### config.mk
export PLATFORM = sky130hd
export DESIGN_NAME = running_statistics_accumulator_core
export DESIGN_NICKNAME = d
export VERILOG_FILES = /design/src/rtl/rsa_pkg.sv /design/src/rtl/rsa_csub.sv /design/src/rtl/rsa_engine.sv /design/src/rtl/running_statistics_accumulator_core.sv
export SDC_FILE = /design/constraint.sdc
export NUM_CORES = 2
export LEC_CHECK = 0
export BUFFER_PORTS_ARGS = -buffer_cell sky130_fd_sc_hd__buf_2
export CAP_MARGIN = 20
export CORE_AREA = 5 5 290 292
export CTS_CLUSTER_DIAMETER = 50
export DETAILED_ROUTE_END_ITERATION = 16
export DIE_AREA = 0 0 295 297
export PLACE_DENSITY = 0.55
export SLEW_MARGIN = 5
export SYNTH_ARGS = -nofsm -noshare
export SYNTH_HDL_FRONTEND = slang
export SYNTH_SLANG_ARGS = --single-unit
### constraint.sdc
create_clock -name clk -period 8.6 [get_ports clk]
set_input_delay 1.72 -clock clk [delete_from_list [all_inputs] [get_ports clk]]
set_output_delay 1.72 -clock clk [all_outputs]
set_load 0.005 [all_outputs]
### src/rtl/rsa_pkg.sv
// Package for the running statistics accumulator.
// Holds the item structs, control and status structs, fixed widths, opcodes and the sequencer state type.
// Depends on nothing; every other file of the block uses it.
package rsa_pkg;

    // Field widths of the items.
    localparam int SAMPLE_W = 16;
    localparam int COUNT_W  = 24;

    // Accumulator widths: sum is Q.8 signed, sum of squares is Q.16 unsigned.
    localparam int SUM_W    = 40;
    localparam int SQSUM_W  = 2 * SAMPLE_W + COUNT_W;

    // Sample magnitude and its square.
    localparam int MAG_W    = SAMPLE_W + 1;
    localparam int PROD_W   = 2 * MAG_W;

    // Quotient widths: the mean magnitude never exceeds 2^(SAMPLE_W-1) and the
    // mean square never exceeds 2^(2*SAMPLE_W-2).
    localparam int MEANQ_W  = SAMPLE_W;
    localparam int VARQ_W   = 2 * SAMPLE_W - 1;

    // Square root: radicand and root widths.
    localparam int ROOT_W   = SAMPLE_W;
    localparam int RAD_W    = 2 * ROOT_W;

    // Shared compare/subtract unit width and iteration counter width.
    localparam int UNIT_W   = 33;
    localparam int STEP_W   = $clog2(VARQ_W);

    // Opcodes of an input item.
    localparam logic OP_ADD   = 1'b0;
    localparam logic OP_CLEAR = 1'b1;

    // Input item.
    typedef struct packed {
        logic                       opcode;
        logic signed [SAMPLE_W-1:0] sample;
    } req_item_t;

    // Result item.
    typedef struct packed {
        logic signed [SAMPLE_W-1:0] minimum;
        logic signed [SAMPLE_W-1:0] maximum;
        logic signed [SAMPLE_W-1:0] mean;
        logic        [SAMPLE_W-1:0] std_deviation;
        logic        [COUNT_W-1:0]  sample_total;
        logic                       overflow;
    } rsp_item_t;

    // Control from the top level to the engine.
    typedef struct packed {
        logic start;
        logic ack;
        logic cfg_we;
        logic cfg_track;
    } eng_ctl_t;

    // Status from the engine to the top level.
    typedef struct packed {
        logic idle;
        logic done;
    } eng_stat_t;

    // Sequencer states.
    typedef enum logic [3:0] {
        ST_IDLE,
        ST_SQUARE,
        ST_ACCUM,
        ST_MEAN_INIT,
        ST_MEAN_DIV,
        ST_MEAN_SQ,
        ST_VAR_DIV,
        ST_DIFF,
        ST_SQRT,
        ST_DONE
    } state_t;

endpackage

### src/rtl/rsa_csub.sv
// Shared compare/subtract unit of the running statistics accumulator.
// Gives a - b and whether a >= b; used for division, square root and difference.
// Depends on rsa_pkg for its width.
module rsa_csub (
    input  logic [rsa_pkg::UNIT_W-1:0] op_a,
    input  logic [rsa_pkg::UNIT_W-1:0] op_b,
    output logic [rsa_pkg::UNIT_W-1:0] diff,
    output logic                       ge
);

    logic borrow;

    // One subtractor; the borrow out decides the compare.
    assign {borrow, diff} = {1'b0, op_a} - {1'b0, op_b};
    assign ge = ~borrow;

endmodule

### src/rtl/rsa_engine.sv
// Statistics registers and the sequencer that derives mean and deviation.
// Runs restoring division and square root through one shared rsa_csub.
// Depends on rsa_pkg and rsa_csub.
module rsa_engine (
    input  logic               clk,
    input  logic               rst_n,
    input  rsa_pkg::eng_ctl_t  ctl,
    input  rsa_pkg::req_item_t item,
    output rsa_pkg::eng_stat_t stat,
    output rsa_pkg::rsp_item_t result
);

    rsa_pkg::state_t state_reg;
    rsa_pkg::state_t state_next;

    // Statistics.
    logic                                track_reg;
    logic signed [rsa_pkg::SAMPLE_W-1:0] min_reg;
    logic signed [rsa_pkg::SAMPLE_W-1:0] max_reg;
    logic signed [rsa_pkg::SUM_W-1:0]    sum_reg;
    logic        [rsa_pkg::SQSUM_W-1:0]  sq_reg;
    logic        [rsa_pkg::COUNT_W-1:0]  count_reg;
    logic                                ovf_reg;

    // Latched item.
    logic                                opcode_reg;
    logic signed [rsa_pkg::SAMPLE_W-1:0] sample_reg;

    // Working registers of the iterations.
    logic        [rsa_pkg::PROD_W-1:0]   prod_reg;
    logic        [rsa_pkg::COUNT_W-1:0]  rem_reg;
    logic        [rsa_pkg::VARQ_W-1:0]   shf_reg;
    logic        [rsa_pkg::RAD_W-1:0]    rad_reg;
    logic        [rsa_pkg::ROOT_W-1:0]   root_reg;
    logic        [rsa_pkg::STEP_W-1:0]   step_reg;
    logic                                neg_reg;
    logic signed [rsa_pkg::SAMPLE_W-1:0] mean_reg;

    // Combinational helpers.
    logic [rsa_pkg::UNIT_W-1:0]   unit_a;
    logic [rsa_pkg::UNIT_W-1:0]   unit_b;
    logic [rsa_pkg::UNIT_W-1:0]   unit_diff;
    logic                         unit_ge;
    logic [rsa_pkg::MAG_W-1:0]    mul_in;
    logic [rsa_pkg::PROD_W-1:0]   mul_out;
    logic [rsa_pkg::MAG_W-1:0]    sample_ext;
    logic [rsa_pkg::MAG_W-1:0]    sample_mag;
    logic [rsa_pkg::SUM_W-1:0]    sum_mag;
    logic [rsa_pkg::MEANQ_W-1:0]  mean_q;
    logic                         count_nz;

    rsa_csub u_csub (
        .op_a (unit_a),
        .op_b (unit_b),
        .diff (unit_diff),
        .ge   (unit_ge)
    );

    // Magnitudes of the latched sample and of the running sum.
    assign sample_ext = {sample_reg[rsa_pkg::SAMPLE_W-1], sample_reg};
    assign sample_mag = sample_reg[rsa_pkg::SAMPLE_W-1] ? (~sample_ext + 1'b1) : sample_ext;
    assign sum_mag    = sum_reg[rsa_pkg::SUM_W-1] ? (~sum_reg + 1'b1) : sum_reg;
    assign mean_q     = shf_reg[rsa_pkg::MEANQ_W-1:0];
    assign count_nz   = (count_reg != '0);

    // The one squarer.
    assign mul_out = rsa_pkg::PROD_W'(mul_in) * rsa_pkg::PROD_W'(mul_in);

    // Next state.
    always_comb
    begin
        state_next = state_reg;
        unique case (state_reg)
            rsa_pkg::ST_IDLE:
            begin
                if (ctl.start && !ctl.cfg_we)
                begin
                    state_next = rsa_pkg::ST_SQUARE;
                end
            end
            rsa_pkg::ST_SQUARE:    state_next = rsa_pkg::ST_ACCUM;
            rsa_pkg::ST_ACCUM:     state_next = rsa_pkg::ST_MEAN_INIT;
            rsa_pkg::ST_MEAN_INIT:
            begin
                state_next = count_nz ? rsa_pkg::ST_MEAN_DIV : rsa_pkg::ST_DONE;
            end
            rsa_pkg::ST_MEAN_DIV:
            begin
                if (step_reg == '0)
                begin
                    state_next = rsa_pkg::ST_MEAN_SQ;
                end
            end
            rsa_pkg::ST_MEAN_SQ:   state_next = rsa_pkg::ST_VAR_DIV;
            rsa_pkg::ST_VAR_DIV:
            begin
                if (step_reg == '0)
                begin
                    state_next = rsa_pkg::ST_DIFF;
                end
            end
            rsa_pkg::ST_DIFF:      state_next = rsa_pkg::ST_SQRT;
            rsa_pkg::ST_SQRT:
            begin
                if (step_reg == '0)
                begin
                    state_next = rsa_pkg::ST_DONE;
                end
            end
            rsa_pkg::ST_DONE:
            begin
                if (ctl.ack)
                begin
                    state_next = rsa_pkg::ST_IDLE;
                end
            end
            default:               state_next = rsa_pkg::ST_IDLE;
        endcase
    end

    // Operand selection for the shared unit and the squarer.
    always_comb
    begin
        unit_a = '0;
        unit_b = '0;
        mul_in = '0;
        unique case (state_reg)
            rsa_pkg::ST_SQUARE:
            begin
                mul_in = sample_mag;
            end
            rsa_pkg::ST_MEAN_DIV, rsa_pkg::ST_VAR_DIV:
            begin
                unit_a = rsa_pkg::UNIT_W'({rem_reg, shf_reg[rsa_pkg::VARQ_W-1]});
                unit_b = rsa_pkg::UNIT_W'(count_reg);
            end
            rsa_pkg::ST_MEAN_SQ:
            begin
                mul_in = rsa_pkg::MAG_W'(mean_q);
            end
            rsa_pkg::ST_DIFF:
            begin
                unit_a = rsa_pkg::UNIT_W'(shf_reg);
                unit_b = rsa_pkg::UNIT_W'(prod_reg[rsa_pkg::VARQ_W-1:0]);
            end
            rsa_pkg::ST_SQRT:
            begin
                unit_a = rsa_pkg::UNIT_W'({rem_reg, rad_reg[rsa_pkg::RAD_W-1 -: 2]});
                unit_b = rsa_pkg::UNIT_W'({root_reg, 2'b01});
            end
            default:
            begin
                unit_a = '0;
                unit_b = '0;
                mul_in = '0;
            end
        endcase
    end

    // State register.
    always_ff @(posedge clk or negedge rst_n)
    begin
        if (!rst_n)
        begin
            state_reg <= rsa_pkg::ST_IDLE;
        end
        else
        begin
            state_reg <= state_next;
        end
    end

    // Statistics registers and configuration.
    always_ff @(posedge clk or negedge rst_n)
    begin
        if (!rst_n)
        begin
            track_reg <= 1'b1;
            min_reg   <= '0;
            max_reg   <= '0;
            sum_reg   <= '0;
            sq_reg    <= '0;
            count_reg <= '0;
            ovf_reg   <= 1'b0;
        end
        else if (state_reg == rsa_pkg::ST_IDLE && ctl.cfg_we)
        begin
            // A configuration write also clears the statistics.
            track_reg <= ctl.cfg_track;
            min_reg   <= '0;
            max_reg   <= '0;
            sum_reg   <= '0;
            sq_reg    <= '0;
            count_reg <= '0;
            ovf_reg   <= 1'b0;
        end
        else if (state_reg == rsa_pkg::ST_ACCUM)
        begin
            ovf_reg <= 1'b0;
            if (opcode_reg == rsa_pkg::OP_CLEAR)
            begin
                min_reg   <= '0;
                max_reg   <= '0;
                sum_reg   <= '0;
                sq_reg    <= '0;
                count_reg <= '0;
            end
            else if (&count_reg)
            begin
                // Full count: the sample is dropped and flagged.
                ovf_reg <= 1'b1;
            end
            else
            begin
                if (track_reg)
                begin
                    if (!count_nz)
                    begin
                        min_reg <= sample_reg;
                        max_reg <= sample_reg;
                    end
                    else
                    begin
                        if (sample_reg > max_reg)
                        begin
                            max_reg <= sample_reg;
                        end
                        if (sample_reg < min_reg)
                        begin
                            min_reg <= sample_reg;
                        end
                    end
                end
                sum_reg   <= sum_reg + {{(rsa_pkg::SUM_W - rsa_pkg::SAMPLE_W)
                                         {sample_reg[rsa_pkg::SAMPLE_W-1]}}, sample_reg};
                sq_reg    <= sq_reg + rsa_pkg::SQSUM_W'(prod_reg);
                count_reg <= count_reg + 1'b1;
            end
        end
    end

    // Item latch and iteration datapath.
    always_ff @(posedge clk)
    begin
        case (state_reg)
            rsa_pkg::ST_IDLE:
            begin
                if (ctl.start)
                begin
                    opcode_reg <= item.opcode;
                    sample_reg <= item.sample;
                end
            end
            rsa_pkg::ST_SQUARE:
            begin
                prod_reg <= mul_out;
            end
            rsa_pkg::ST_MEAN_INIT:
            begin
                // Quotient fits MEANQ_W bits, so start with the high part as remainder.
                neg_reg  <= sum_reg[rsa_pkg::SUM_W-1];
                rem_reg  <= sum_mag[rsa_pkg::SUM_W-1 -: rsa_pkg::COUNT_W];
                shf_reg  <= {sum_mag[rsa_pkg::MEANQ_W-1:0],
                             (rsa_pkg::VARQ_W - rsa_pkg::MEANQ_W)'(0)};
                step_reg <= rsa_pkg::STEP_W'(rsa_pkg::MEANQ_W - 1);
            end
            rsa_pkg::ST_MEAN_DIV, rsa_pkg::ST_VAR_DIV:
            begin
                // One restoring division step: quotient bits shift in at the bottom.
                rem_reg  <= unit_ge ? unit_diff[rsa_pkg::COUNT_W-1:0]
                                    : unit_a[rsa_pkg::COUNT_W-1:0];
                shf_reg  <= {shf_reg[rsa_pkg::VARQ_W-2:0], unit_ge};
                step_reg <= step_reg - 1'b1;
            end
            rsa_pkg::ST_MEAN_SQ:
            begin
                // Keep the signed mean, square it and set up the mean-square division.
                mean_reg <= neg_reg ? (~mean_q + 1'b1) : mean_q;
                prod_reg <= mul_out;
                rem_reg  <= sq_reg[rsa_pkg::VARQ_W +: rsa_pkg::COUNT_W];
                shf_reg  <= sq_reg[rsa_pkg::VARQ_W-1:0];
                step_reg <= rsa_pkg::STEP_W'(rsa_pkg::VARQ_W - 1);
            end
            rsa_pkg::ST_DIFF:
            begin
                // Variance, or zero when the mean square does not exceed mean^2.
                rad_reg  <= unit_ge ? rsa_pkg::RAD_W'(unit_diff) : '0;
                rem_reg  <= '0;
                root_reg <= '0;
                step_reg <= rsa_pkg::STEP_W'(rsa_pkg::ROOT_W - 1);
            end
            rsa_pkg::ST_SQRT:
            begin
                // One digit of the restoring square root, two radicand bits per step.
                rem_reg  <= unit_ge ? unit_diff[rsa_pkg::COUNT_W-1:0]
                                    : unit_a[rsa_pkg::COUNT_W-1:0];
                root_reg <= {root_reg[rsa_pkg::ROOT_W-2:0], unit_ge};
                rad_reg  <= {rad_reg[rsa_pkg::RAD_W-3:0], 2'b00};
                step_reg <= step_reg - 1'b1;
            end
            default:
            begin
            end
        endcase
    end

    // Status and result.
    always_comb
    begin
        stat.idle = (state_reg == rsa_pkg::ST_IDLE);
        stat.done = (state_reg == rsa_pkg::ST_DONE);

        result.minimum       = (track_reg && count_nz) ? min_reg : '0;
        result.maximum       = (track_reg && count_nz) ? max_reg : '0;
        result.mean          = count_nz ? mean_reg : '0;
        result.std_deviation = count_nz ? root_reg : '0;
        result.sample_total  = count_reg;
        result.overflow      = ovf_reg;
    end

endmodule

### src/rtl/running_statistics_accumulator_core.sv
// Running statistics accumulator, top level: handshakes and result register.
// Tracks min, max, mean, standard deviation and count of signed Q7.8 samples.
// Depends on rsa_pkg and rsa_engine.
//
// Usage:
//   req channel (req_valid, req_stall, req_item): one item adds a sample or,
//   with the clear opcode, zeros the statistics. An item is taken at a clock
//   edge with req_valid high and req_stall low.
//   rsp channel (rsp_valid, rsp_stall, rsp_item): exactly one result per item,
//   held in an output register until the receiver drops rsp_stall.
//   cfg_write_en / cfg_write_data write the min/max tracking enable; every
//   write also clears the statistics. Write only while the block is idle.
// Sequence: after acceptance an add runs squaring, update and set-up, a
//   16-step mean division, squaring of the mean, a 31-step mean-square
//   division, a difference and a 16-step square root, and then loads the
//   output register; divisions, difference and root share one subtractor.
//   A clear goes from set-up straight to the load. No new item is accepted
//   until the result of the last one is loaded into the output register.
//   req_stall is high from acceptance until the result reaches the output
//   register, and during a configuration write.
// Stall: while rsp_stall holds a result, the next item may be accepted; its
//   result waits in the engine until the output register frees up.
// Reset: rst_n clears all statistics, sets tracking on and empties the output.
module running_statistics_accumulator_core (
    input  logic               clk,
    input  logic               rst_n,
    input  logic               req_valid,
    output logic               req_stall,
    input  rsa_pkg::req_item_t req_item,
    output logic               rsp_valid,
    input  logic               rsp_stall,
    output rsa_pkg::rsp_item_t rsp_item,
    input  logic               cfg_write_en,
    input  logic               cfg_write_data
);

    rsa_pkg::eng_ctl_t  ctl;
    rsa_pkg::eng_stat_t stat;
    rsa_pkg::rsp_item_t result;

    logic               rsp_valid_reg;
    rsa_pkg::rsp_item_t rsp_item_reg;
    logic               load;

    rsa_engine u_engine (
        .clk    (clk),
        .rst_n  (rst_n),
        .ctl    (ctl),
        .item   (req_item),
        .stat   (stat),
        .result (result)
    );

    // The output register takes a finished result when it is empty or draining.
    assign load = stat.done && (!rsp_valid_reg || !rsp_stall);

    // Engine control.
    always_comb
    begin
        ctl.start     = req_valid && stat.idle;
        ctl.ack       = load;
        ctl.cfg_we    = cfg_write_en;
        ctl.cfg_track = cfg_write_data;
    end

    // No item is taken in the cycle of a configuration write.
    assign req_stall = ~stat.idle | cfg_write_en;

    // Output valid.
    always_ff @(posedge clk or negedge rst_n)
    begin
        if (!rst_n)
        begin
            rsp_valid_reg <= 1'b0;
        end
        else if (load)
        begin
            rsp_valid_reg <= 1'b1;
        end
        else if (!rsp_stall)
        begin
            rsp_valid_reg <= 1'b0;
        end
    end

    // Output payload.
    always_ff @(posedge clk)
    begin
        if (load)
        begin
            rsp_item_reg <= result;
        end
    end

    assign rsp_valid = rsp_valid_reg;
    assign rsp_item  = rsp_item_reg;

endmodule

==> impl_metrics.toml <==
[status]
outcome = "complete, no violations"

[floorplan]
num_io_pins = 114
die_area_sq_um = 87620
placementRows = 105
core_area_sq_um = 81320
die-width_microns = 295
start_util_pct = 39.59
chipHeight_microns = 297

[cts]
clkTransAtPathRegs_ps = 60
cts.sinks = 422
hold_buffers = 0
clockBufferDepth = 3
tritoncts = "built"
cts-root-buf = "clkbuf_16"
htreeDepth = 2
insertion_delay_ps = 620
cts_buffers = 54

[power]
power.share.sequential_pct = 26.6
p_sw_share_pct = 46.27
peakVddDrop_mv = 0.3238
fin_total_pwr_mw = 14.47
clock_power_share_pct = 16.8
p_leak_nw = 16.32
powerDensity_nw_per_um2 = 397.1
p_int_mw = 7.772
pwr-share-comb_pct = 56.7
switchingPower_mw = 6.693

[logic_synthesis]
syn_area_sq_um = 32190
synthMostInstantiatedCell = "nand2_1"
synth_common_cells = "394 x nand2_1, 347 x inv_1, 264 x edfxtp_1"
syn_inst = 3280
synth_top_area_cell = "edfxtp_1"
ys_top_cells_by_area = "edfxtp_1 25%, dfrtp_1 12%, fa_1 12%"
yosysWarnings = 0
synthArstFlopShare_pct = 37.44
seq_area_frac_synth_pct = 36.91
syn_avg_cell_area_sq_um = 9.815
synth_top_area_share_pct = 24.62
yosys_most_used_dff = "edfxtp_1"
yosysUniqueCellTypes = 74
synth-seq-cells = 422
synth_edf_count = 264

[worst_setup_path]
path_buf_inv = 6
worstPathRequired_ps = 8960
cpMaxStageDelayCell = "or4_1"
endpoint_kind = "register"
critPathLaunchType = "register"
crit_top_cell = "fa_1"
path_class = "reg2reg"
cp_slowest_stage_delay_ps = 570
arrival_ps = 8550
worstPathMaxFanout = 4
path_delay_family = "adder cells"

[cells_and_area]
final_core_util_pct = 44.79
fin_nets = 3891
multi_input_area_sq_um = 18720
fillers = 7813
drive_gt1_share_pct = 9.896
largest_reg_flops = 89
syn2layout_area_growth_pct = 13.15
ff_latch_area_sq_um = 11880

[worst_hold_path]
min_path_type = "reg2reg"

[placement]
place_congestion = 0.9152
dp.final_hpwl_mm = 73.47
io_buffers = 113

[route]
drt_iter0_markers = 1933
dr.pass1.iters = 5
route.met3.wl_mm = 5.180
wl_per_cell_microns = 20.79
top_layer_used = "met4"
vias = 24870
drt-total-wl_mm = 94.57
drc = 0
avgViaCountPerCell = 5.469
final_antenna_net_count = 0
met1_length_mm = 42.86
routed-wl-met2_mm = 44.13

[sta]
rsz0062_at_grt = "no"
maxSlewViolCount = 0
finClkSkew_ps = 25.04
fin_crit_ps = 8189
period_share_pct = 95.22
hold_violations = 0
clock.fmax_mhz = 122.1
max-slew-margin-rel_pct = 27.93
tightest_slew_ps = 1078
fin_hold_ws_ps = 478.2
fin_tns_setup_ps = 0
setup_violations = 0

[flow_run]
cap_violations = 0

[global_route]
grt_max_degree = 62
overflow = 0
grt_usage_pct = 21.19
grt_pass1_wl_mm = 146.1
antenna_found_initial = 6
grt_pass1_vias = 24420
[final timing paths]
path | cells past startpoint | endpoint | slack, ps | start
hold reg to reg | 0 | rsp_item[0] | 480 | u_engine.ovf_reg
min in group asynchronous | 1 | u_engine.count_reg[4] | 1090 | rst_n
setup reg to reg | 29 | u_engine.prod_reg[31] | 410 | u_engine.sample_reg[5]
hold / removal | 0 | rsp_item[0] | 480 | u_engine.ovf_reg
setup / recovery | 29 | u_engine.prod_reg[31] | 410 | u_engine.sample_reg[5]
max in group asynchronous | 2 | u_engine.sq_reg[30] | 6220 | rst_n
[per-stage QoR]
stage | setup WS [ps] | cells | area [sq um]
final | 411.1 | 4548 | 36430
after global routing | 5.040 | 4546 | 36420
after CTS | 97.63 | 4540 | 36350
after detailed placement | 96.97 | 4438 | 34410
after global placement | 182.4 | 4437 | 34400
after floorplan | 317.9 | 3302 | 32280
[cell type report]
class	instances	share of cell area, %
Antenna cell	2	0.01374
Clock buffer	65	3.960
Clock inverter	37	1.357
Inverter	353	3.638
Multi-Input combinational cell	2400	51.39
Sequential cell	422	32.62
Tap cell	1070	3.675
Timing Repair Buffer	199	3.342
[repair_timing]
item	CTS	global route
setup buffers	0	4
gates resized for setup	0	10
endpoints found under the setup margin	0	8
[worst reg2reg max path: cells and delay by family, from the launching register on]
| kind | cells | cell delay [ps] |
|---|---|---|
| xor gates and xnor gates | 2 | 170 |
| DFF | 1 | 400 |
| adders and majority gates | 7 | 3400 |
| AOI/OAI and AO/OA | 6 | 1370 |
| and+or+nand+nor | 8 | 2120 |
| buffers and inverters | 6 | 450 |
[power groups by stage]
stage                     sequential, mW  combinational, mW  clock, mW
after floorplan                     3.50               5.93          0
after global placement              3.85               8.13          0
after detailed placement            3.85               8.16          0
after CTS                           3.81               8.21       2.48
after global routing                3.88               9.18       2.56
final                               3.84               8.20       2.43
[cell families (layout without fill, tap and decap cells)]
logic type               count (synthesis)  after routing  synth area share [%]
AND/OR/NAND/NOR                        916            916                 13.28
AO/OA/AOI/OAI                          790            790                 16.32
buffers and inverters                  480            654                 5.597
adder cells (fa/ha/maj)                438            438                 21.50
flip-flops                             422            422                 36.91
XOR/XNOR                               222            222                 6.040
multiplexers                            10             10                0.3226
other                                    2             26               0.02333
[metal layers]
metal  vias up  global-route usage (%)
li1      11780                       -
met1     12330                   30.44
met2       647                   34.16
met3       120                   2.740
met4         0                   5.303
met5         -                       0
[layout by cell type, fill, tap and decap left out, types with 24 or more instances in the layout]
cell type and count:
buf_2 112, a22oi_1 62, clkbuf_16 54, dfrtp_1 157, fa_1 192, inv_1 345, nand4_1 27, and2_1 45
a22o_1 59, a21o_1 96, xor2_1 106, nand3_1 47, nor2b_1 49, and3_1 39, conb_1 24, o21ai_0 191
o31ai_1 53, nor3_1 34, edfxtp_1 264, a21oi_1 141, buf_4 86, nand2_1 393, xnor2_1 116, nor2_1 177
ha_1 246
(Power assumes the default switching activity.)
